===== src/rtl/fdm_pkg.sv =====
// Shared widths, register codes and reset values of the feedback delay mixer.
package fdm_pkg;

  // Fixed widths of the configuration fields
  localparam int unsigned DelayBits   = 17;
  localparam int unsigned GainBits    = 16;
  localparam int unsigned CfgIdxBits  = 3;
  localparam int unsigned CfgDataBits = 32;

  // Q2.14 gains: fraction bits and the half-up rounding offset
  localparam int unsigned FracBits  = 14;
  localparam int unsigned RoundBias = 8192;

  // The delay modulo unit has two register stages
  localparam int unsigned DmodLatency = 2;
  localparam int unsigned SettleBits  = 2;

  // Reset values of the registers
  localparam logic                       ActiveReset = 1'b1;
  localparam logic signed [GainBits-1:0] DryReset    = 16'sd16384;

  // Register indexes of the configuration port
  typedef enum logic [CfgIdxBits-1:0] {
    RegActive   = 3'd0,
    RegDelay    = 3'd1,
    RegFeedback = 3'd2,
    RegWet      = 3'd3,
    RegDry      = 3'd4
  } cfg_reg_e;

endpackage


===== src/rtl/fdm_dmod.sv =====
// Two-stage unit that reduces the delay register modulo the store depth.
module fdm_dmod #(
  parameter int unsigned STORE_DEPTH = 131072,
  localparam int unsigned CntBits = $clog2(STORE_DEPTH + 1)
) (
  input  logic                             clk_i,
  input  logic [fdm_pkg::DelayBits-1:0]    delay_i,
  output logic [CntBits-1:0]               lag_o,
  output logic [CntBits-1:0]               back_o
);

  localparam int unsigned DB = fdm_pkg::DelayBits;

  // Number of shifted copies of the depth that fit below the delay range
  function automatic int step_count();
    int n;
    n = 0;
    for (int i = 0; i < DB; i++) begin
      if ((longint'(STORE_DEPTH) << i) < (longint'(1) << DB)) begin
        n++;
      end
    end
    return n;
  endfunction

  localparam int NStep = step_count();
  localparam int NLow  = NStep / 2;

  logic [DB-1:0]      rem1;
  logic [DB-1:0]      rem1_q;
  logic [DB-1:0]      rem2;
  logic [CntBits-1:0] lag_d;
  logic [CntBits-1:0] lag_q;
  logic [CntBits-1:0] back_q;

  // First stage: restoring subtraction of the upper shifted copies
  always_comb begin
    rem1 = delay_i;
    for (int i = DB - 1; i >= 0; i--) begin
      if (i < NStep && i >= NLow) begin
        if (rem1 >= DB'(longint'(STORE_DEPTH) << i)) begin
          rem1 = rem1 - DB'(longint'(STORE_DEPTH) << i);
        end
      end
    end
  end

  // Second stage: the lower copies, then a zero remainder stands for a full lap
  always_comb begin
    rem2 = rem1_q;
    for (int i = DB - 1; i >= 0; i--) begin
      if (i < NLow) begin
        if (rem2 >= DB'(longint'(STORE_DEPTH) << i)) begin
          rem2 = rem2 - DB'(longint'(STORE_DEPTH) << i);
        end
      end
    end
    lag_d = (rem2 == '0) ? CntBits'(STORE_DEPTH) : CntBits'(rem2);
  end

  always_ff @(posedge clk_i) begin
    rem1_q <= rem1;
    lag_q  <= lag_d;
    back_q <= CntBits'(STORE_DEPTH) - lag_d;
  end

  assign lag_o  = lag_q;
  assign back_o = back_q;

endmodule


===== config.mk =====
export PLATFORM = sky130hd
export DESIGN_NAME = fdm_dmod
export DESIGN_NICKNAME = d
export VERILOG_FILES = /design/src/rtl/fdm_pkg.sv /design/src/rtl/fdm_dmod.sv
export SDC_FILE = /design/constraint.sdc
export NUM_CORES = 1
export LEC_CHECK = 0
export BUFFER_PORTS_ARGS = -buffer_cell sky130_fd_sc_hd__clkbuf_2
export CAP_MARGIN = 20
export CELL_PAD_IN_SITES_DETAIL_PLACEMENT = 0
export CELL_PAD_IN_SITES_GLOBAL_PLACEMENT = 2
export CORE_AREA = 2 2 51 101
export DETAILED_ROUTE_END_ITERATION = 7
export DIE_AREA = 0 0 53 103
export PLACE_DENSITY = 0.85
export SETUP_SLACK_MARGIN = 0.05
export SLEW_MARGIN = 20
export SYNTH_ARGS = -nofsm -noshare
export SYNTH_HDL_FRONTEND = slang
export SYNTH_SLANG_ARGS = --single-unit

===== constraint.sdc =====
create_clock -name clk_i -period 2.4 [get_ports clk_i]
set_clock_uncertainty 0.2 [all_clocks]
set_input_delay 0.12 -clock clk_i [delete_from_list [all_inputs] [get_ports clk_i]]
set_output_delay 0.12 -clock clk_i [all_outputs]
set_load 0.02 [all_outputs]

==> impl_metrics.toml <==
[setup_path]
startpoint_type = "register"
cp.arrival_ns = 1.70
cpPeakStageDelay_ns = 0.46
rr_endpoint = "back_o[10]"
cp.depth = 5
r2r-start = "rem1_q[0]"
crit_required_ns = 2.38
cp_top_family = "simple AND/OR/NAND/NOR gates"
regToRegSetupSlack_ns = 0.68
cp-end-kind = "register"
path_cells = "inv_1, ha_1, nor3b_2, nand4b_1, xor2_1"
cp_max_fo = 7
startpoint = "rem1_q[0]"
cpMaxStageDelayCell = "nor3b_2"
criticalPathCategory = "reg -> reg"
reg2reg_depth = 5
setup.worst_path.end = "back_o[10]"
worstPathBufferInverterCount = 1

[timing]
finalSetupTns_ns = 0
hold_viol = 0
finalSetupViolCount = 0
worst_slack_ns = 0.681
worst_slew_pin_slew_ns = 0.509
maxSlewViolCount = 0
rsz0062_at_grt = "no"
relSlewSlack = 0.658
period_needed_ns = 1.72
timing.final.crit_share = 0.716
max_freq_mhz = 582

[status]
status = "finished, final reports clean"

[global_routing]
first_global_vias = 838
track_usage = 0.0908
antenna_found_initial = 0
overflow = 0
busiest_layer = "met2"
grt_max_degree = 16
grt_use_met2 = 0.141
grt_pass1_wl_um = 3520
met3_usage = 0.0435
use_met1 = 0.101

[layout]
drive_gt1_frac = 0.384
fin_area_um2 = 1980
fin_nets = 191
n_antenna_cell = 0
synthToLayoutAreaGrowth_pct = 34.6
stdcell_count = 229
fill_cells = 450

[cts]
cts_tree = "built"
clock_path_buffers = 2
cts_resized = 0
htreeDepth = 2
insertion_delay_ns = 0.29
cts_made_buffers = 5
postCtsSetupBuffers = 0
cts_sinks = 52
cts.root.buffer_cell = "clkbuf_8"
clk_pin_slew_ns = 0.08

[synth]
seq_area_frac_synth = 0.707
synth_xor_area_frac = 0.0833
synth_top_family_by_area = "simple AND/OR/NAND/NOR gates"
avgSynthCellArea_um2 = 13.0
yosys.area_share.simple = 0.134
synthDistinctLibCells = 24
synthCells = 113
synth_compound_area_frac = 0.00595
synth_mux_area_frac = 0
synth_area_um2 = 1470
ys_ff_latch = 52
synth_nets = 132
yosys_warnings = 0
yosys.area_share.adder = 0.00850

[power]
power_density_nw_per_um2 = 771
p_leak_uw = 0.000872
finalPower_uw = 1530
vdd_ir_drop_max_v = 0.000528

[route]
vias = 914
drc = 0
wire_per_inst_um = 10.2
viasPerCell = 3.99
routed_wl_um = 2340
detail-route-antenna-nets = 0
drt_iter0_drc = 7
firstDrtPassIters = 4

[floorplan]
initial_core_util = 0.311
coreArea_um2 = 4730
io_pins = 54
dieArea_um2 = 5460
die_w_um = 53
die_height_um = 103
fp-row-count = 36

[flow_run]
drv_cap = 0

[placement]
dp.cells = 205
io_buffers = 53
dpl_cell_area_um2 = 1730
gp_congestion = 0.644
dp_slack_ns = 0.672

[worst_hold_path]
min-delay-path-class = "reg -> reg"
whs_path_depth = 0
layout make-up:
type | instances | area (µm²) | share of cell area
multi-input cells | 41 | 345 | 0.174
well taps | 57 | 71.3 | 0.0360
clock buffers | 5 | 68.8 | 0.0347
inverters | 2 | 7.51 | 0.00379
flip-flops and latches | 52 | 1040 | 0.525
repair buffers | 70 | 435 | 0.220
clock inverters | 2 | 12.5 | 0.00631
timing repair:
item | in CTS | in global routing
setup endpoints to repair | 0 | 0
hold buffers | 17 | 0
hold endpoints to repair | 17 | 0
worst min path at each step:
| stage | start | endpoint | slack (ns) |
|---|---|---|---|
| after floorplan | delay_i[0] | rem1_q[0] | -0.05 |
| after global placement | delay_i[15] | rem1_q[15] | 0.02 |
| after detailed placement | delay_i[13] | rem1_q[13] | 0.02 |
| after CTS | rem1_q[16] | lag_o[16] | 0.20 |
| after global routing | rem1_q[14] | lag_o[14] | 0.22 |
| final | rem1_q[16] | lag_o[16] | 0.20 |
per-layer routing:
layer  wire length (µm)  vias to the layer above
met5                  0                        -
met4                 12                        0
met3                211                        2
met2               1110                       46
met1               1010                      401
li1                   -                      465
synth_stat cells:
cell / instances / share of area
and2b_1: 1 / 0.0051
buf_2: 1 / 0.0034
buf_4: 1 / 0.0051
clkbuf_1: 15 / 0.038
conb_1: 1 / 0.0025
dfxtp_1: 52 / 0.71
dlygate4sd3_1: 1 / 0.0068
ha_1: 1 / 0.0085
inv_1: 2 / 0.0051
nand2_1: 2 / 0.0051
nand3_1: 3 / 0.010
nand3b_1: 1 / 0.0051
nand4_1: 2 / 0.0085
nand4_2: 1 / 0.0085
nand4b_1: 2 / 0.012
nor2_1: 4 / 0.010
nor3_1: 2 / 0.0068
nor3_2: 1 / 0.0068
nor3b_2: 1 / 0.0085
nor4_1: 1 / 0.0043
nor4_4: 3 / 0.043
o31a_1: 1 / 0.0059
xnor2_1: 3 / 0.018
xor2_1: 11 / 0.065
registers in the layout (all words and copies together) (netlist names):
name,count
rem1_q,17
lag_o,17
back_o,18
placed cells by master, fill, tap and decap left out, drive strengths merged:
cell type,count
clkinv,1
nor3b,1
and2b,1
nand4b,2
clkbuf,58
inv,2
ha,1
conb,1
nor2,4
nand3b,1
dfxtp,52
xnor2,3
nand2,2
o31a,1
dlygate4sd3,17
nor4,4
nor3,3
nand3,3
xor2,11
nand4,3
clkinvlp,1
logic make-up (layout without fill, tap and decap cells):
group | after synthesis | count (layout)
other cells | 1 | 1
simple gates | 24 | 24
flops | 52 | 52
fa+ha+maj | 1 | 1
compound gates | 1 | 1
xor+xnor | 14 | 14
buf+inv | 20 | 79
per-stage QoR:
stage | hold slack, ns | util
2_1_floorplan | -0.0523 | -
3_3_place_gp | 0.0224 | 0.366
3_5_place_dp | 0.0239 | 0.366
4_1_cts | 0.203 | 0.419
5_1_grt | 0.216 | 0.419
6_report | 0.198 | 0.419
power by group:
| group | internal, µW | switching (µW) | total, µW | leakage (µW) |
|---|---|---|---|---|
| Clock | 197 | 251 | 448 | 0.0000400 |
| Sequential | 911 | 33.5 | 945 | 0.000438 |
| Combinational | 63.1 | 72.1 | 135 | 0.000393 |
worst register-to-register path, stage by stage, from the launching register on:
cell and delay [ns]:
dfxtp_1 0.36, inv_1 0.07, ha_1 0.18, nor3b_2 0.46, nand4b_1 0.18, xor2_1 0.17
(Power assumes the default switching activity.)
